### config.mk
export PLATFORM = sky130hd
export DESIGN_NAME = modular_exponentiation_core
export DESIGN_NICKNAME = d
export VERILOG_FILES = /design/src/rtl/core/mexp_pkg.sv /design/src/rtl/core/mexp_modmul.sv /design/src/rtl/core/mexp_datapath.sv /design/src/rtl/core/mexp_ctrl.sv /design/src/rtl/core/modular_exponentiation_core.sv
export SDC_FILE = /design/constraint.sdc
export NUM_CORES = 1
export LEC_CHECK = 0
export BUFFER_PORTS_ARGS = -buffer_cell sky130_fd_sc_hd__buf_2
export CAP_MARGIN = 20
export CELL_PAD_IN_SITES_DETAIL_PLACEMENT = 1
export CELL_PAD_IN_SITES_GLOBAL_PLACEMENT = 2
export CORE_MARGIN = 5
export CORE_UTILIZATION = 42
export DETAILED_ROUTE_END_ITERATION = 10
export HOLD_SLACK_MARGIN = 0.12
export PLACE_DENSITY_LB_ADDON = 0.1
export SYNTH_ARGS = -nofsm -noshare
export SYNTH_HDL_FRONTEND = slang
export SYNTH_SLANG_ARGS = --single-unit
### constraint.sdc
create_clock -name aclk -period 13.6 [get_ports aclk]
set_clock_uncertainty 0.2 [all_clocks]
set_input_delay 0 -clock aclk [delete_from_list [all_inputs] [get_ports aclk]]
set_output_delay 0 -clock aclk [all_outputs]
set_load 0.01 [all_outputs]
### src/rtl/core/mexp_pkg.sv
// ----------------------------------------------------------------------------
// mexp_pkg
// Shared types and constants of the modular exponentiation core.
// ----------------------------------------------------------------------------
package mexp_pkg;

    localparam int unsigned FIELD_W = 32;
    localparam logic [FIELD_W-1:0] MODULUS_RESET = 32'd1000000007;

    // operand selection for the modular multiplier
    typedef enum logic [1:0] {
        OP_REDUCE = 2'd0,   // 1 * base, reduces the base
        OP_MUL    = 2'd1,   // result * square
        OP_SQR    = 2'd2    // square * square
    } mul_op_t;

    typedef struct packed {
        logic    load;
        logic    force_zero;
        logic    start;
        mul_op_t op;
        logic    wb_res;
        logic    wb_sq;
        logic    shift_exp;
        logic    publish;
    } ctrl_cmd_t;

    typedef struct packed {
        logic m_small;
        logic exp_zero;
        logic exp_lsb;
        logic mul_done;
        logic out_free;
    } dp_status_t;

endpackage

### src/rtl/core/mexp_modmul.sv
// ----------------------------------------------------------------------------
// mexp_modmul
// Bit-serial shift-add modular multiplier, one multiplier bit per cycle.
// ----------------------------------------------------------------------------
module mexp_modmul #(
    parameter int W = 32
) (
    input  logic         aclk,
    input  logic         aresetn,
    input  logic         start,
    input  logic [W-1:0] a,
    input  logic [W-1:0] b,
    input  logic [W-1:0] m,
    output logic         done,
    output logic [W-1:0] product
);

    localparam int CNT_W = $clog2(W);

    logic [W-1:0]     acc_reg, acc_next;
    logic [W-1:0]     a_reg;
    logic [W-1:0]     b_reg;
    logic [CNT_W-1:0] cnt_reg;
    logic             busy_reg;
    logic             done_reg;
    logic [W-1:0]     dbl;

    // (x + y) mod m for x, y < m
    function automatic logic [W-1:0] add_mod(input logic [W-1:0] x,
                                             input logic [W-1:0] y,
                                             input logic [W-1:0] md);
        logic [W:0] s;
        s = {1'b0, x} + {1'b0, y};
        if (s >= {1'b0, md}) begin
            s = s - {1'b0, md};
        end
        return s[W-1:0];
    endfunction

    always_comb begin
        dbl      = add_mod(acc_reg, acc_reg, m);
        acc_next = b_reg[W-1] ? add_mod(dbl, a_reg, m) : dbl;
    end

    always_ff @(posedge aclk) begin
        if (!aresetn) begin
            busy_reg <= 1'b0;
            done_reg <= 1'b0;
            cnt_reg  <= '0;
        end else begin
            done_reg <= 1'b0;
            if (start) begin
                busy_reg <= 1'b1;
                cnt_reg  <= CNT_W'(W - 1);
            end else if (busy_reg) begin
                cnt_reg <= cnt_reg - 1'b1;
                if (cnt_reg == '0) begin
                    busy_reg <= 1'b0;
                    done_reg <= 1'b1;
                end
            end
        end
    end

    // MSB first over the multiplier
    always_ff @(posedge aclk) begin
        if (start) begin
            acc_reg <= '0;
            a_reg   <= a;
            b_reg   <= b;
        end else if (busy_reg) begin
            acc_reg <= acc_next;
            b_reg   <= b_reg << 1;
        end
    end

    assign done    = done_reg;
    assign product = acc_reg;

endmodule

### src/rtl/core/mexp_datapath.sv
// ----------------------------------------------------------------------------
// mexp_datapath
// Operand registers, modulus register, multiplier and output stage.
// ----------------------------------------------------------------------------
module mexp_datapath #(
    parameter int W = 32
) (
    input  logic                         aclk,
    input  logic                         aresetn,
    input  logic                         cfg_we,
    input  logic [mexp_pkg::FIELD_W-1:0] cfg_data,
    input  logic [mexp_pkg::FIELD_W-1:0] in_base,
    input  logic [mexp_pkg::FIELD_W-1:0] in_exponent,
    input  logic                         out_ready,
    input  mexp_pkg::ctrl_cmd_t          cmd,
    output mexp_pkg::dp_status_t         status,
    output logic                         out_valid,
    output logic [mexp_pkg::FIELD_W-1:0] out_power
);

    logic [mexp_pkg::FIELD_W-1:0] modulus_reg;
    logic [mexp_pkg::FIELD_W-1:0] out_power_reg;
    logic                         out_valid_reg;
    logic [W-1:0]                 base_reg;
    logic [W-1:0]                 exp_reg;
    logic [W-1:0]                 res_reg;
    logic [W-1:0]                 sq_reg;
    logic [W-1:0]                 m_w;
    logic [W-1:0]                 op_a;
    logic [W-1:0]                 op_b;
    logic [W-1:0]                 product;
    logic                         mul_done;

    assign m_w = W'(modulus_reg);

    always_comb begin
        case (cmd.op)
            mexp_pkg::OP_REDUCE: begin
                op_a = W'(1);
                op_b = base_reg;
            end
            mexp_pkg::OP_MUL: begin
                op_a = res_reg;
                op_b = sq_reg;
            end
            default: begin
                op_a = sq_reg;
                op_b = sq_reg;
            end
        endcase
    end

    mexp_modmul #(.W(W)) u_modmul (
        .aclk    (aclk),
        .aresetn (aresetn),
        .start   (cmd.start),
        .a       (op_a),
        .b       (op_b),
        .m       (m_w),
        .done    (mul_done),
        .product (product)
    );

    always_ff @(posedge aclk) begin
        if (!aresetn) begin
            modulus_reg   <= mexp_pkg::MODULUS_RESET;
            out_valid_reg <= 1'b0;
        end else begin
            if (cfg_we) begin
                modulus_reg <= cfg_data;
            end
            if (cmd.publish) begin
                out_valid_reg <= 1'b1;
            end else if (out_ready) begin
                out_valid_reg <= 1'b0;
            end
        end
    end

    always_ff @(posedge aclk) begin
        if (cmd.load) begin
            base_reg <= W'(in_base);
            exp_reg  <= W'(in_exponent);
            res_reg  <= W'(1);
        end else begin
            if (cmd.force_zero) begin
                res_reg <= '0;
            end else if (cmd.wb_res) begin
                res_reg <= product;
            end
            if (cmd.shift_exp) begin
                exp_reg <= exp_reg >> 1;
            end
        end
        if (cmd.wb_sq) begin
            sq_reg <= product;
        end
        if (cmd.publish) begin
            out_power_reg <= mexp_pkg::FIELD_W'(res_reg);
        end
    end

    assign status.m_small  = (m_w < W'(2));
    assign status.exp_zero = (exp_reg == '0);
    assign status.exp_lsb  = exp_reg[0];
    assign status.mul_done = mul_done;
    assign status.out_free = !out_valid_reg || out_ready;

    assign out_valid = out_valid_reg;
    assign out_power = out_power_reg;

endmodule

### src/rtl/core/mexp_ctrl.sv
// ----------------------------------------------------------------------------
// mexp_ctrl
// Sequencer for right-to-left square-and-multiply.
// ----------------------------------------------------------------------------
module mexp_ctrl (
    input  logic                 aclk,
    input  logic                 aresetn,
    input  logic                 in_valid,
    output logic                 in_ready,
    input  mexp_pkg::dp_status_t status,
    output mexp_pkg::ctrl_cmd_t  cmd
);

    typedef enum logic [6:0] {
        S_IDLE  = 7'b0000001,
        S_CHECK = 7'b0000010,
        S_RED   = 7'b0000100,
        S_NEXT  = 7'b0001000,
        S_MUL   = 7'b0010000,
        S_SQR   = 7'b0100000,
        S_FIN   = 7'b1000000
    } state_t;

    state_t state_reg, state_next;

    always_comb begin
        state_next = state_reg;
        cmd        = '0;
        cmd.op     = mexp_pkg::OP_REDUCE;
        in_ready   = 1'b0;
        case (state_reg)
            S_IDLE: begin
                in_ready = 1'b1;
                if (in_valid) begin
                    cmd.load   = 1'b1;
                    state_next = S_CHECK;
                end
            end
            S_CHECK: begin
                if (status.m_small) begin
                    cmd.force_zero = 1'b1;
                    state_next     = S_FIN;
                end else if (status.exp_zero) begin
                    state_next = S_FIN;
                end else begin
                    cmd.start  = 1'b1;
                    cmd.op     = mexp_pkg::OP_REDUCE;
                    state_next = S_RED;
                end
            end
            S_RED: begin
                if (status.mul_done) begin
                    cmd.wb_sq  = 1'b1;
                    state_next = S_NEXT;
                end
            end
            S_NEXT: begin
                if (status.exp_zero) begin
                    state_next = S_FIN;
                end else if (status.exp_lsb) begin
                    cmd.start  = 1'b1;
                    cmd.op     = mexp_pkg::OP_MUL;
                    state_next = S_MUL;
                end else begin
                    cmd.start  = 1'b1;
                    cmd.op     = mexp_pkg::OP_SQR;
                    state_next = S_SQR;
                end
            end
            S_MUL: begin
                if (status.mul_done) begin
                    cmd.wb_res = 1'b1;
                    cmd.start  = 1'b1;
                    cmd.op     = mexp_pkg::OP_SQR;
                    state_next = S_SQR;
                end
            end
            S_SQR: begin
                cmd.op = mexp_pkg::OP_SQR;
                if (status.mul_done) begin
                    cmd.wb_sq     = 1'b1;
                    cmd.shift_exp = 1'b1;
                    state_next    = S_NEXT;
                end
            end
            S_FIN: begin
                if (status.out_free) begin
                    cmd.publish = 1'b1;
                    state_next  = S_IDLE;
                end
            end
            default: begin
                state_next = S_IDLE;
            end
        endcase
    end

    always_ff @(posedge aclk) begin
        if (!aresetn) begin
            state_reg <= S_IDLE;
        end else begin
            state_reg <= state_next;
        end
    end

endmodule

### src/rtl/core/modular_exponentiation_core.sv
// ----------------------------------------------------------------------------
// modular_exponentiation_core
// Computes base ** exponent mod modulus by right-to-left square-and-multiply.
// ----------------------------------------------------------------------------
// One item at a time: a base and an exponent come in on the s_ channel and
// one power comes out on the m_ channel. The modulus is a register written
// over the cfg_ channel (reset value 1000000007); the user must change it
// only while no item is in flight, which the block itself does not enforce.
// A modulus below 2 gives 0; an exponent of 0 gives 1 for any base. Every
// modular product goes through one shared bit-serial shift-add multiplier
// of OPERAND_WIDTH (W) bits, and that multiplier sets the rate. An item
// passes through the transfer, the base reduction and setup, then for each
// exponent bit up to the highest set one a square, plus a multiply when the
// bit is set, and a finishing step. A trivial item (zero exponent or small
// modulus) skips the multiplier. The result sits in an output register, so
// the next item is taken as soon as the result is parked there.
// ----------------------------------------------------------------------------
module modular_exponentiation_core #(
    parameter int OPERAND_WIDTH = 32   // internal datapath width, 8..64
) (
    input  logic                         aclk,
    input  logic                         aresetn,
    // modulus write
    input  logic                         cfg_valid,
    output logic                         cfg_ready,
    input  logic [mexp_pkg::FIELD_W-1:0] cfg_data,
    // input items
    input  logic                         s_valid,
    output logic                         s_ready,
    input  logic [mexp_pkg::FIELD_W-1:0] s_base,
    input  logic [mexp_pkg::FIELD_W-1:0] s_exponent,
    // results
    output logic                         m_valid,
    input  logic                         m_ready,
    output logic [mexp_pkg::FIELD_W-1:0] m_power
);

    mexp_pkg::ctrl_cmd_t  cmd;
    mexp_pkg::dp_status_t status;

    // modulus writes are always taken; one transfer per cycle
    assign cfg_ready = 1'b1;

    // sequencer: walks the exponent bits, issues multiplies
    mexp_ctrl u_ctrl (
        .aclk     (aclk),
        .aresetn  (aresetn),
        .in_valid (s_valid),
        .in_ready (s_ready),
        .status   (status),
        .cmd      (cmd)
    );

    // operands, multiplier, modulus register, output register
    mexp_datapath #(.W(OPERAND_WIDTH)) u_datapath (
        .aclk        (aclk),
        .aresetn     (aresetn),
        .cfg_we      (cfg_valid && cfg_ready),
        .cfg_data    (cfg_data),
        .in_base     (s_base),
        .in_exponent (s_exponent),
        .out_ready   (m_ready),
        .cmd         (cmd),
        .status      (status),
        .out_valid   (m_valid),
        .out_power   (m_power)
    );

endmodule

After elaboration in Yosys (flattened, before gate mapping)
Index checks and enable logic that the tools add are counted.
{"block": "op_classes", "n_addsub": 5, "n_lt_le_gt_ge": 3, "n_eq_ne": 12, "muxes": 47, "n_bitwise": 2, "reduce_logical": 13}
{"op": "$mux W32", "n": 8}
{"op": "$add A32 B32 Y33", "n": 2}
{"op": "$ge A33 B32 Y1", "n": 2}
{"op": "$pmux W32 S2", "n": 1}
{"op": "$sub A32 B32 Y32", "n": 2}
{"op": "$mux W7", "n": 7}
{"op": "$pmux W7 S6", "n": 1}
{"op": "$logic_not A32 Y1", "n": 1}
{"op": "$lt A32 B2 Y1 const B", "n": 1}
{"op": "$mux W1", "n": 18}
{"op": "$mux W5", "n": 2}
{"op": "$mux W3", "n": 3}
{"op": "$pmux W2 S4", "n": 1}
{"op": "$reduce_bool A2 Y1", "n": 4}
{"op": "$eq A7 B1 Y1 const B", "n": 1}
{"op": "$eq A7 B2 Y1 const B", "n": 1}
{"op": "$eq A7 B3 Y1 const B", "n": 1}
{"op": "$eq A7 B4 Y1 const B", "n": 1}
{"op": "$eq A7 B5 Y1 const B", "n": 1}
{"op": "$eq A7 B6 Y1 const B", "n": 1}
{"op": "$eq A7 B7 Y1 const B", "n": 1}
{"op": "$mux W6", "n": 1}
{"op": "$logic_not A5 Y1", "n": 1}
{"op": "$sub A5 B1 Y5 const B", "n": 1}
{"op": "14 further kinds", "n": 19}
{"block": "word_totals", "regBits": 303, "out_inout_bits": 35, "word_cells": 97}

Logic depth before layout (Yosys ltp)
Gate-level depths: netlist of run 1.
{"block": "logic_depth", "ltp_word": 7, "ltp_mapped": 40, "depth_no_buf": 34}

Hierarchy
A second synthesis of run 1 with hierarchy kept.
{"block": "hier_totals", "hier_cells": 1746, "hier_area_um2": 17918.4}
{"mod": "mexp_modmul", "instances": 1, "cells_each": 1135, "area_each_um2": 9798.1, "seq_area_each_um2": 2702.6}
{"mod": "mexp_datapath", "instances": 1, "cells_each": 544, "area_each_um2": 7599.8, "seq_area_each_um2": 5144.9}
{"mod": "mexp_ctrl", "instances": 1, "cells_each": 65, "area_each_um2": 509.2, "seq_area_each_um2": 140.1}
{"mod": "modular_exponentiation_core", "instances": 1, "cells_each": 2, "area_each_um2": 11.3, "seq_area_each_um2": 0.0}

Worst setup path before layout of run 1
OpenSTA, ideal clock, no wires.
{"block": "synth_timing", "path_type": "reg-to-reg", "start": "register u_datapath.modulus_reg, in the netlist u_datapath.m_w[1]", "end": "register u_datapath.u_modmul.acc_reg[30] (netlist: u_datapath.u_modmul.product[30])", "setup_ns": 0.119, "arrival_ns": 6.927, "required_time_ns": 13.281, "setup_slack_ns": 6.354, "path_stages_with_launch": 35, "period_less_slack_ns": 7.246, "path_cell_list": "dfxtp_1 > inv_1 > ha_1 > nor2b_1 > o31ai_4 > a21oi_2 > a211o_2 > a41o_1 > a31oi_1 > o41ai_2 > buf_6 > buf_12 > mux2_4 > ha_1 > o211ai_1 > a21oi_1 > nor3b_1 > o21ai_1 > o21a_1 > a311o_1 > and3_1 > a31oi_1 > xnor2_1 > ha_1 > clkbuf_1 > a21o_1 > a21o_1 > a21oi_1 > a31oi_1 > a211oi_1 > o31ai_1 > a31oi_1 > buf_4 > mux2_2 > o221a_2"}
{"block": "synth_via", "elab_chain_len": 6}
{"element": "start: declaration", "line": "mexp_datapath.sv:21", "rtl": "logic [mexp_pkg::FIELD_W-1:0] modulus_reg;"}
{"element": "start signal: assignment", "line": "mexp_datapath.sv:66", "rtl": "modulus_reg <= mexp_pkg::MODULUS_RESET;"}
{"element": "start signal: assignment", "line": "mexp_datapath.sv:70", "rtl": "modulus_reg <= cfg_data;"}
{"element": "$sub A32 B32 Y32 or $ge A33 B32 Y1 (tied branches)", "line": "mexp_modmul.sv:35, mexp_modmul.sv:34"}
{"element": "$mux W32", "line": "mexp_modmul.sv:34", "rtl": "if (s >= {1'b0, md}) begin"}
{"element": "$add A32 B32 Y33", "line": "mexp_modmul.sv:33", "rtl": "s = {1'b0, x} + {1'b0, y};"}
{"element": "$sub A32 B32 Y32 or $ge A33 B32 Y1 (tied branches)", "line": "mexp_modmul.sv:35, mexp_modmul.sv:34"}
{"element": "$mux W32", "line": "mexp_modmul.sv:34"}
{"element": "$mux W32", "line": "mexp_modmul.sv:42", "rtl": "acc_next = b_reg[W-1] ? add_mod(dbl, a_reg, m) : dbl;"}
{"element": "end signal: assignment", "line": "mexp_modmul.sv:72", "rtl": "acc_reg <= acc_next;"}
{"element": "end: declaration", "line": "mexp_modmul.sv:20", "rtl": "logic [W-1:0] acc_reg, acc_next;"}
Several ways; a longest one is shown, not always the timed one.
A chain may end at the register's enable or synchronous reset.

Worst setup path after layout of run 1
{"block": "layout_timing", "start": "register u_datapath.modulus_reg, in the netlist u_datapath.m_w[7]", "end": "register u_datapath.u_modmul.acc_reg[29] (netlist: u_datapath.u_modmul.product[29])"}
Same word-level chain as after synthesis.

==> impl_results.md, run 1 <==
- Outcome: complete, no violations
- Max Cap Violations: 0
- Largest family of logic cells by synthesized area: compound AO/OA/AOI/OAI gates
- Post-synth EDFFs: 192
- Clock Tree Buf Depth: 3
- Residual DRC: 0
- Initial antenna violation count: 3
- CP Data Arrival Time: 9.44 ns
- Clk_lat worst skew: 0.57 ns
- Initial core utilization: 42.3%
- Crit start category: register
- Seq/Total Area, Yosys: 46.4%
- Antenna Violating Nets Remaining: 0
- Final Hold Viols: 0
- PortBufs: 134
- Tot GR Track Use: 27.2%
- Complex-gate fraction of the synthesized area: 19.3%
- Ports: 136
- Synth Area in Adders: 7.48%
- Setup CP Type: register to register
- Fmax achieved: 108 MHz
- Detailed Place HPWL: 41400 um
- Max_slew headroom: 24.2%
- Vias/cell: 5.62
- Post_cts resized: 0
- First-pass GRT wire length: 94700 um
- CTS sink cnt: 303
- CP required: 13.81 ns
- Share of post-route cells with drive strength above 1: 12.6%
- Mux cell area share after synthesis: 4.70%
- Total CTS buffers: 36
- Prevailing post-synth register cell: edfxtp_1
- Unique masters post-synth: 86
- DRT Wirelength: 62300 um
- Final Slew Violations: 0
- Worst Setup End Kind: register
- Total global routing overflow: 0
- Root Buffer: clkbuf_16
- Final setup viols: 0
- CP max FO: 56
- Yosys reg bits: 303
- Unrepaired setup endpoints after global routing: false
- Die H: 212 um
- Area delta synth->final: 29.1%
- Die span in x: 212 um
- Synth top area cells: edfxtp_1, dfxtp_1, ha_1
- Post-Synth XOR/XNOR Area: 4.23%
- Total core area: 40600 um2
- Slew of the pin with the lowest slew margin: 1.14 ns
- Type of the worst min-delay path: register to register
- Initial drt markers: 879
- Final min period: 9.22 ns
- Post-Synthesis Cells: 1762
- Synthesis Warnings: 0
- Synth Area in Simple Gates: 14.2%
- Vias in the first global route: 16100
- Routability cong.: 0.909
- Cell taking the most area after synthesis: edfxtp_1
- Ys async rst share: 0%
- Synthesized Nets: 1964
- H-Tree Depth: 2
- Most frequent cell after synthesis: nand2_1
- First-pass iteration count of the detailed router: 5
- Top-area cell type share of the netlist area: 33.5%
- WL per Instance: 23.1 um
- Setup TNS Final: 0 ns
- Crit share post-route: 67.8%
- CP max stage delay: 0.61 ns
- Nets@finish: 2332
- Syn avg cell area: 9.76 um2
- Largest net degree at the start of global routing: 91
- Clk slew on worst S/H paths: 0.06 ns
- TritonCTS clock tree: yes
- Fill cell count: 4511
- Via count: 15100
- DIE AREA: 45100 um2
- Site Rows: 74
- Most frequent cells after synthesis: nand2_1, edfxtp_1, a21oi_1
- Mapped cell area: 17200 um2
- Worst path slowest cell: buf_4
## placed cells by master, fill, tap and decap left out, types with 39 or more instances in the layout
cell | netlist | routed
a21o_1 | 43 | 43
a21oi_1 | 153 | 153
buf_2 | 9 | 134
clkbuf_16 | 0 | 39
dfxtp_1 | 111 | 111
dlygate4sd3_1 | 0 | 257
edfxtp_1 | 192 | 192
ha_1 | 98 | 98
inv_1 | 59 | 58
mux2i_1 | 56 | 56
nand2_1 | 293 | 293
nor2_1 | 110 | 109
o211ai_1 | 39 | 39
o21ai_0 | 84 | 84
xnor2_1 | 49 | 49
## per-stage QoR
| step | instances | area, um2 | worst slack [ns] | hold WS, ns | util [%] |
|---|---|---|---|---|---|
| after floorplan | 1762 | 17200 | 6.35 | -0.101 | - |
| after global placement | 2366 | 18300 | 4.69 | -0.0217 | 45.1 |
| after detailed placement | 2366 | 18300 | 4.45 | -0.0216 | 45.1 |
| after CTS | 2689 | 22200 | 4.41 | 0.278 | 54.5 |
| after global routing | 2693 | 22200 | 3.81 | 0.287 | 54.6 |
| final | 2693 | 22200 | 4.38 | 0.271 | 54.6 |
## path summary, 6_finish.rpt
| kind | start | endpoint | slack (ns) | cells after the start |
|---|---|---|---|---|
| max | u_datapath.m_w[7]$_SDFFE_PN0P_ | u_datapath.u_modmul.product[29]$_SDFFE_PP0P_ | 4.38 | 35 |
| min | u_datapath.res_reg[9]$_SDFFE_PP0P_ | u_datapath.out_power[9]$_DFFE_PP_ | 0.27 | 0 |
| max reg2reg | u_datapath.m_w[7]$_SDFFE_PN0P_ | u_datapath.u_modmul.product[29]$_SDFFE_PP0P_ | 4.38 | 35 |
| min reg2reg | u_datapath.res_reg[9]$_SDFFE_PP0P_ | u_datapath.out_power[9]$_DFFE_PP_ | 0.27 | 0 |
## worst max-delay path: cells and delay by family, from the launching register on
kind / cells / cell delay [ns]
compound gates: 19 / 3.99
xor+xnor: 1 / 0.32
fa+ha+maj: 4 / 1.34
buf+inv: 4 / 1.27
flops: 1 / 0.40
mux: 2 / 0.53
simple gates: 5 / 0.99
## kinds of logic after synthesis
group                      after synthesis
AOI/OAI and AO/OA                      503
xor gates and xnor gates                83
adders and majority gates              101
buffers and inverters                  140
DFF                                    303
muxes                                   74
other                                    1
and+or+nand+nor                        557
## per-layer routing
layer  wire [um]  GRT usage [%]  part of all wire, %  vias to the layer above
li1            -              -                    -                     7202
met1       25400           32.1                   41                     7482
met2       32600           50.5                   52                      310
met3        1970           3.82                  3.2                      129
met4        2300           9.73                  3.7                        2
met5          11              0                0.018                        -
## timing repair
item,in CTS,in global routing
setup buffers,0,0
hold buffers,257,0
endpoints found under the hold margin,168,0
## layout make-up
| class | count | area [um2] | area share, % |
|---|---|---|---|
| multi-input combinational | 1319 | 8660 | 39.0 |
| sequential | 303 | 7990 | 36.0 |
| timing repair buffer | 408 | 3380 | 15.2 |
| clock buffer | 50 | 1050 | 4.72 |
| tap | 532 | 666 | 3.00 |
| inverter | 62 | 233 | 1.05 |
| clock inverter | 16 | 215 | 0.969 |
| antenna | 3 | 7.51 | 0.0338 |
Power of run 1 is not shown: default switching activity piles up to over one toggle a cycle in this logic, so the estimate is an artifact.
==> inputs of run 2 (changes only) <==
--- a/config.mk
+++ b/config.mk
@@ -5,12 +5,13 @@
 export SDC_FILE = /design/constraint.sdc
 export NUM_CORES = 1
 export LEC_CHECK = 0
+export ABC_AREA = 1
 export BUFFER_PORTS_ARGS = -buffer_cell sky130_fd_sc_hd__buf_2
 export CAP_MARGIN = 20
 export CELL_PAD_IN_SITES_DETAIL_PLACEMENT = 1
 export CELL_PAD_IN_SITES_GLOBAL_PLACEMENT = 2
 export CORE_MARGIN = 5
-export CORE_UTILIZATION = 42
+export CORE_UTILIZATION = 32
 export DETAILED_ROUTE_END_ITERATION = 10
 export HOLD_SLACK_MARGIN = 0.12
 export PLACE_DENSITY_LB_ADDON = 0.1
==> constraint.sdc (replaced) <==
create_clock -name aclk -period 7.65 [get_ports aclk]
set_clock_uncertainty 0.2 [all_clocks]
set_input_delay 0 -clock aclk [delete_from_list [all_inputs] [get_ports aclk]]
set_output_delay 0 -clock aclk [all_outputs]
set_load 0.01 [all_outputs]
==> impl_results.md, run 2 <==
- Worst Hold Depth: 4 (+4)
- Vias in the first global route: 22100 (+37%)
- Most frequent cell after synthesis: nand2_1
- Die H: 262 um (+23%)
- Share of post-route cells with drive strength above 1: 10.3% (-2.3 points)
- Routability cong.: 0.962 (+5.8%)
- Post-Synthesis Cells: 2913 (+65%)
- Prevailing post-synth register cell: edfxtp_1
- Synth top area cells: edfxtp_1, nand2_1, dfxtp_1
- Most frequent cells in the layout: nand2_1, inv_1, dlygate4sd3_1, nor2_1, edfxtp_1
- Initial core utilization: 32.3% (-10 points)
- Worst Setup End Kind: register
- Antenna Violating Nets Remaining: 0 (unchanged)
- Outcome: complete, no violations
- Top-area cell type share of the netlist area: 28.3% (-5.2 points)
- Fill cell count: 7964 (+77%)
- Final setup viols: 0 (unchanged)
- Initial drt markers: 1469 (+67%)
- Ports: 136 (unchanged)
- Worst path most repeated cell: nand2_1
- Syn avg cell area: 6.98 um2 (-28%)
- Synthesized Nets: 3115 (+59%)
- Clock Tree Buf Depth: 3 (unchanged)
- CP required: 7.96 ns (-5.85 ns)
- Post CTS Setup Buffer Count: 0 (unchanged)
- Die span in x: 262 um (+23%)
- Area delta synth->final: 31.3%
- Worst slack, placed: 0.136 ns (-4.32 ns)
- Nets@finish: 3571 (+53%)
- Max_slew headroom: 31.9% (+7.7 points)
- Ys async rst share: 0% (unchanged)
- Met1 usage: 38.1% (+6.0 points)
- Worst path slowest cell: dfxtp_1
- Via count: 21200 (+40%)
- Total global routing overflow: 0 (unchanged)
- Most frequent cells after synthesis: nand2_1, inv_1, nor2_1
- Crit start category: register
- Total core area: 63100 um2 (+55%)
- Final hold slack: 0.206 ns (-0.0646 ns)
- Worst-case reg-to-reg path depth: 38 (+8.6%)
- Largest net degree at the start of global routing: 65 (-29%)
- H-Tree Depth: 2 (unchanged)
- Final Slew Violations: 0 (unchanged)
- Tot GR Track Use: 28.1% (+0.87 points)
- Met2 usage: 48.4% (-2.1 points)
- Synthesis Warnings: 0 (unchanged)
- CTS sink cnt: 303 (unchanged)
- DIE AREA: 68700 um2 (+52%)
- WL per Instance: 23.2 um (+0.34%)
- GR Layer Usage met3: 3.37% (-0.45 points)
- Total CTS buffers: 39 (+8.3%)
- TritonCTS clock tree: yes
- Setup TNS Final: 0 ns (unchanged)
- Cell taking the most area after synthesis: edfxtp_1
- CP max FO: 29 (-48%)
- Unique masters post-synth: 46 (-47%)
- Clk slew on worst S/H paths: 0.06 ns (about the same)
- Setup CP Type: register to register
- Site Rows: 92 (+24%)
- CP Data Arrival Time: 7.57 ns (-1.87 ns)
- CP max stage delay: 0.56 ns (-0.05 ns)
- Final Non-Filler Cells: 4248 (+58%)
- Initial antenna violation count: 5 (+2)
- Residual DRC: 0 (unchanged)
- Root Buffer: clkbuf_16
- Type of the worst min-delay path: primary input to register
- Slew of the pin with the lowest slew margin: 1.01 ns (-0.126 ns)
- Final min period: 7.26 ns (-1.96 ns)
- Clk_lat worst skew: 0.59 ns (+0.02 ns)
- Detailed Place HPWL: 75900 um (+83%)
- Crit share post-route: 94.9% (+27 points)
- Max Cap Violations: 0 (unchanged)
- Commonest non-fill, non-tap cell in the layout: nand2_1
- PortBufs: 134 (unchanged)
- First-pass GRT wire length: 144000 um (+52%)
- Placed insts: 3884 (+64%)
- Final Hold Viols: 0 (unchanged)
- Fmax achieved: 138 MHz (+27%)
- Seq/Total Area, Yosys: 39.3% (-7.2 points)
- Worst setup margin: 0.390 ns (-3.99 ns)
- Vias/cell: 4.99 (-11%)
- Yosys reg bits: 303 (unchanged)
- DRT Wirelength: 98500 um (+58%)
- Mapped cell area: 20300 um2 (+18%)
- First-pass iteration count of the detailed router: 5 (unchanged)
- Post-synth EDFFs: 192 (unchanged)
- Unrepaired setup endpoints after global routing: false
- GR peak layer: met2
[run 2: changes by cell type after synthesis, moves of 39 or more]
cell      delta
a21o_1      -40
inv_1      +376
mux2i_1     -56
nand2_1    +702
nand3_1    +130
nor2_1     +147
o211ai_1    -39
o21ai_0     +69
[run 2: cell families (layout without fill, tap and decap cells)]
group,count (synthesis),after routing,synth area share (%)
simple gates,1566,1566,32.1
buf+inv,522,1008,10.3
compound gates,368,368,9.69
flops,303,303,39.3
fa+ha+maj,101,101,6.32
xor+xnor,51,51,2.20
other cells,1,4,0.0184
mux,1,1,0.0553
[run 2: final cells by class]
class / count / area (um2) / area share [%]
multi-input cells: 2088 / 10300 / 38.6
flip-flops and latches: 303 / 8000 / 29.9
repair buffers: 491 / 4240 / 15.9
inverters: 446 / 1670 / 6.27
clock buffers: 52 / 1090 / 4.10
well taps: 846 / 1060 / 3.96
clock inverters: 19 / 348 / 1.30
diodes: 3 / 7.51 / 0.0281
[run 2: path summary, 6_finish.rpt]
check | from | end | slack [ns]
max reg2reg | u_datapath.u_modmul.product[6]$_SDFFE_PP0P_ | u_datapath.u_modmul.product[23]$_SDFFE_PP0P_ | 0.39
max | u_datapath.u_modmul.product[6]$_SDFFE_PP0P_ | u_datapath.u_modmul.product[23]$_SDFFE_PP0P_ | 0.39
min | cfg_valid | u_datapath.m_w[26]$_SDFFE_PN0P_ | 0.21
min reg2reg | u_datapath.res_reg[16]$_SDFFE_PP0P_ | u_datapath.out_power[16]$_DFFE_PP_ | 0.26
[run 2: metal layers]
layer  vias to the layer above  wire (um)
met2                       430      47300
met4                         4       2240
li1                      10200          -
met3                       109       3930
met1                     10500      45000
met5                         -         27
[run 2: worst max-delay path: cells and delay by family (launching register included)]
| family | cells | cell delay [ns] |
|---|---|---|
| adders and majority gates | 3 | 1.18 |
| buffers and inverters | 5 | 0.76 |
| AOI/OAI and AO/OA | 1 | 0.30 |
| and+or+nand+nor | 29 | 4.17 |
| DFF | 1 | 0.56 |
[run 2: what timing repair did]
item,4_1_cts,5_1_grt
hold buffers,288,0
resized for setup,0,16
endpoints found under the setup margin,0,32
hold endpoints to repair,147,0
[run 2: through the flow]
step	instance area (um2)	utilization (%)
final	26700	42.4
after global routing	26700	42.4
after CTS	26600	42.2
after detailed placement	22300	35.3
after global placement	22200	35.2
after floorplan	20300	-
Power of run 2 is left out for the same reason.
==> inputs of run 3 (changes only) <==
--- a/config.mk
+++ b/config.mk
@@ -11,10 +11,11 @@
 export CELL_PAD_IN_SITES_DETAIL_PLACEMENT = 1
 export CELL_PAD_IN_SITES_GLOBAL_PLACEMENT = 2
 export CORE_MARGIN = 5
-export CORE_UTILIZATION = 32
+export CORE_UTILIZATION = 31
 export DETAILED_ROUTE_END_ITERATION = 10
 export HOLD_SLACK_MARGIN = 0.12
 export PLACE_DENSITY_LB_ADDON = 0.1
 export SYNTH_ARGS = -nofsm -noshare
 export SYNTH_HDL_FRONTEND = slang
+export SYNTH_HIERARCHICAL = 1
 export SYNTH_SLANG_ARGS = --single-unit
==> impl_results.md, run 3 <==
- Outcome: complete, no violations
- CP max FO: 28 (-3.4%)
- Nets@finish: 3862 (+8.1%)
- Clk_lat worst skew: 0.57 ns (-0.02 ns)
- Syn avg cell area: 6.67 um2 (-4.4%)
- Top-area cell type share of the netlist area: 27.6% (-0.79 points)
- Final Slew Violations: 0 (unchanged)
- Total core area: 67000 um2 (+6.3%)
- Seq/Total Area, Yosys: 38.2% (-1.1 points)
- Final Non-Filler Cells: 4570 (+7.6%)
- Mapped cell area: 20900 um2 (+2.9%)
- Die span in x: 270 um (+2.9%)
- Worst slack, placed: 0.151 ns (+0.0155 ns)
- CP required: 7.89 ns (-0.07 ns)
- Ports: 136 (unchanged)
- Crit share post-route: 94.9% (about the same)
- CP max stage delay: 0.61 ns (+0.05 ns)
- Post-Synthesis Cells: 3135 (+7.6%)
- Unique masters post-synth: 48 (+4.3%)
- Worst Setup End Kind: register
- Fmax achieved: 138 MHz (about the same)
- Placed insts: 4221 (+8.7%)
- Most frequent cell after synthesis: nand2_1
- Initial drt markers: 1266 (-14%)
- Total CTS buffers: 40 (+2.6%)
- Initial antenna violation count: 8 (+3)
- CP Data Arrival Time: 7.50 ns (-0.07 ns)
- Clock Tree Buf Depth: 3 (unchanged)
- Max_slew headroom: 33.1% (+1.2 points)
- H-Tree Depth: 2 (unchanged)
- Routability cong.: 0.960 (-0.21%)
- Largest net degree at the start of global routing: 71 (+9.2%)
- Commonest non-fill, non-tap cell in the layout: nand2_1
- First-pass GRT wire length: 147000 um (+2.0%)
- Most frequent cells after synthesis: nand2_1, inv_1, nor2_1
- Type of the worst min-delay path: register to register
- Worst setup margin: 0.388 ns (-0.00128 ns)
- First-pass iteration count of the detailed router: 5 (unchanged)
- Synth top area cells: edfxtp_1, nand2_1, dfxtp_1
- Worst path slowest cell: ha_1
- Tot GR Track Use: 26.6% (-1.5 points)
- Synthesis Warnings: 6 (+6)
- Final setup viols: 0 (unchanged)
- Via count: 22200 (+4.6%)
- Residual DRC: 0 (unchanged)
- Ys async rst share: 0% (unchanged)
- Initial core utilization: 31.2% (-1.0 points)
- CTS sink cnt: 303 (unchanged)
- Die H: 270 um (+2.9%)
- Setup CP Type: register to register
- DRT Wirelength: 100000 um (+1.5%)
- WL per Instance: 21.9 um (-5.7%)
- Vias in the first global route: 23700 (+7.2%)
- Final min period: 7.26 ns (+0.00128 ns)
- Area delta synth->final: 32.7%
- Antenna Violating Nets Remaining: 0 (unchanged)
- Root Buffer: clkbuf_16
- Worst Hold Depth: 0 (-4)
- Synthesized Nets: 3337 (+7.1%)
- Prevailing post-synth register cell: edfxtp_1
- Vias/cell: 4.86 (-2.8%)
- DIE AREA: 72800 um2 (+5.9%)
- Share of post-route cells with drive strength above 1: 11.9% (+1.6 points)
- Total global routing overflow: 0 (unchanged)
- Clk slew on worst S/H paths: 0.06 ns (about the same)
- Cell taking the most area after synthesis: edfxtp_1
- Detailed Place HPWL: 77600 um (+2.2%)
- Slew of the pin with the lowest slew margin: 1.00 ns (-0.0104 ns)
- Site Rows: 95 (+3.3%)
- PortBufs: 134 (unchanged)
- TritonCTS clock tree: yes
- Worst path most repeated cell: nand2_1
- Worst-case reg-to-reg path depth: 38 (unchanged)
- Max Cap Violations: 0 (unchanged)
- Final Hold Viols: 0 (unchanged)
- Most frequent cells in the layout: nand2_1, inv_1, nor2_1, dlygate4sd3_1, edfxtp_1
- Crit start category: register
- Fill cell count: 8605 (+8.0%)
- Yosys reg bits: 303 (unchanged)
- Post-synth EDFFs: 192 (unchanged)
==> run 3: cell count changes in the layout (fill, tap and decap cells not counted), moves of 14 or more <==
cell,delta
nand2_1,+195
buf_4,+97
nor2_1,+78
inv_1,+58
o21ai_0,-47
a21oi_1,-40
nand3_1,+31
o21ai_1,-26
dlygate4sd3_1,-22
a21oi_2,-14
==> run 3: routing by layer <==
| layer | routed length, um | global-route usage [%] |
|---|---|---|
| met5 | 13 | 0.658 |
| met1 | 44000 | 34.9 |
| met4 | 3690 | 8.68 |
| met3 | 5160 | 3.93 |
| met2 | 47100 | 45.2 |
==> run 3: per-stage QoR <==
stage,hold WS (ns),setup TNS (ns),instance area [um2],utilization [%]
2_1_floorplan,-0.116,0,20900,-
3_3_place_gp,-0.0207,0,23600,35.2
3_5_place_dp,-0.0213,0,23600,35.2
4_1_cts,0.243,0,27600,41.2
5_1_grt,0.262,-0.00956,27800,41.4
6_report,0.259,0,27800,41.4
==> run 3: kinds of logic after synthesis <==
group                    share of synthesized area, %
buffers and inverters                            11.2
other                                          0.0179
AO/OA/AOI/OAI                                    5.76
flip-flops                                       38.2
XOR/XNOR                                         1.88
adder cells (fa/ha/maj)                          6.15
AND/OR/NAND/NOR                                  36.8
==> run 3: final timing paths <==
| kind | end | start | slack (ns) |
|---|---|---|---|
| worst min register to register | u_datapath/out_power[20]$_DFFE_PP_ | u_datapath/res_reg[20]$_SDFFE_PP0P_ | 0.26 |
| worst min-delay path | u_datapath/out_power[20]$_DFFE_PP_ | u_datapath/res_reg[20]$_SDFFE_PP0P_ | 0.26 |
| worst max register to register | u_datapath/u_modmul/product[20]$_SDFFE_PP0P_ | u_datapath/m_w[24]$_SDFFE_PN1P_ | 0.39 |
| worst max-delay path | u_datapath/u_modmul/product[20]$_SDFFE_PP0P_ | u_datapath/m_w[24]$_SDFFE_PN1P_ | 0.39 |
==> run 3: critical path: cells and delay by family, from the launching register on <==
kind	cells	cell delay (ns)
buffers and inverters	6	1.17
AO/OA/AOI/OAI	3	0.64
AND/OR/NAND/NOR	26	3.37
adder cells (fa/ha/maj)	3	1.42
flip-flops	1	0.33
==> run 3: final cells by class <==
type	count	area, um2	share of cell area, %
Sequential cell	303	7990	28.8
Timing Repair Buffer	563	4670	16.8
Clock inverter	32	364	1.31
Inverter	509	1910	6.88
Antenna cell	5	12.5	0.0451
Tap cell	873	1090	3.93
Multi-Input combinational cell	2243	10700	38.5
Clock buffer	42	1030	3.71
==> run 3: timing repair <==
action,CTS,global route
resized for setup,0,19
buffers inserted,0,3
endpoints found under the hold margin,143,0
endpoints found under the setup margin,0,32
hold buffers,266,0
Power of run 3 is left out for the same reason.
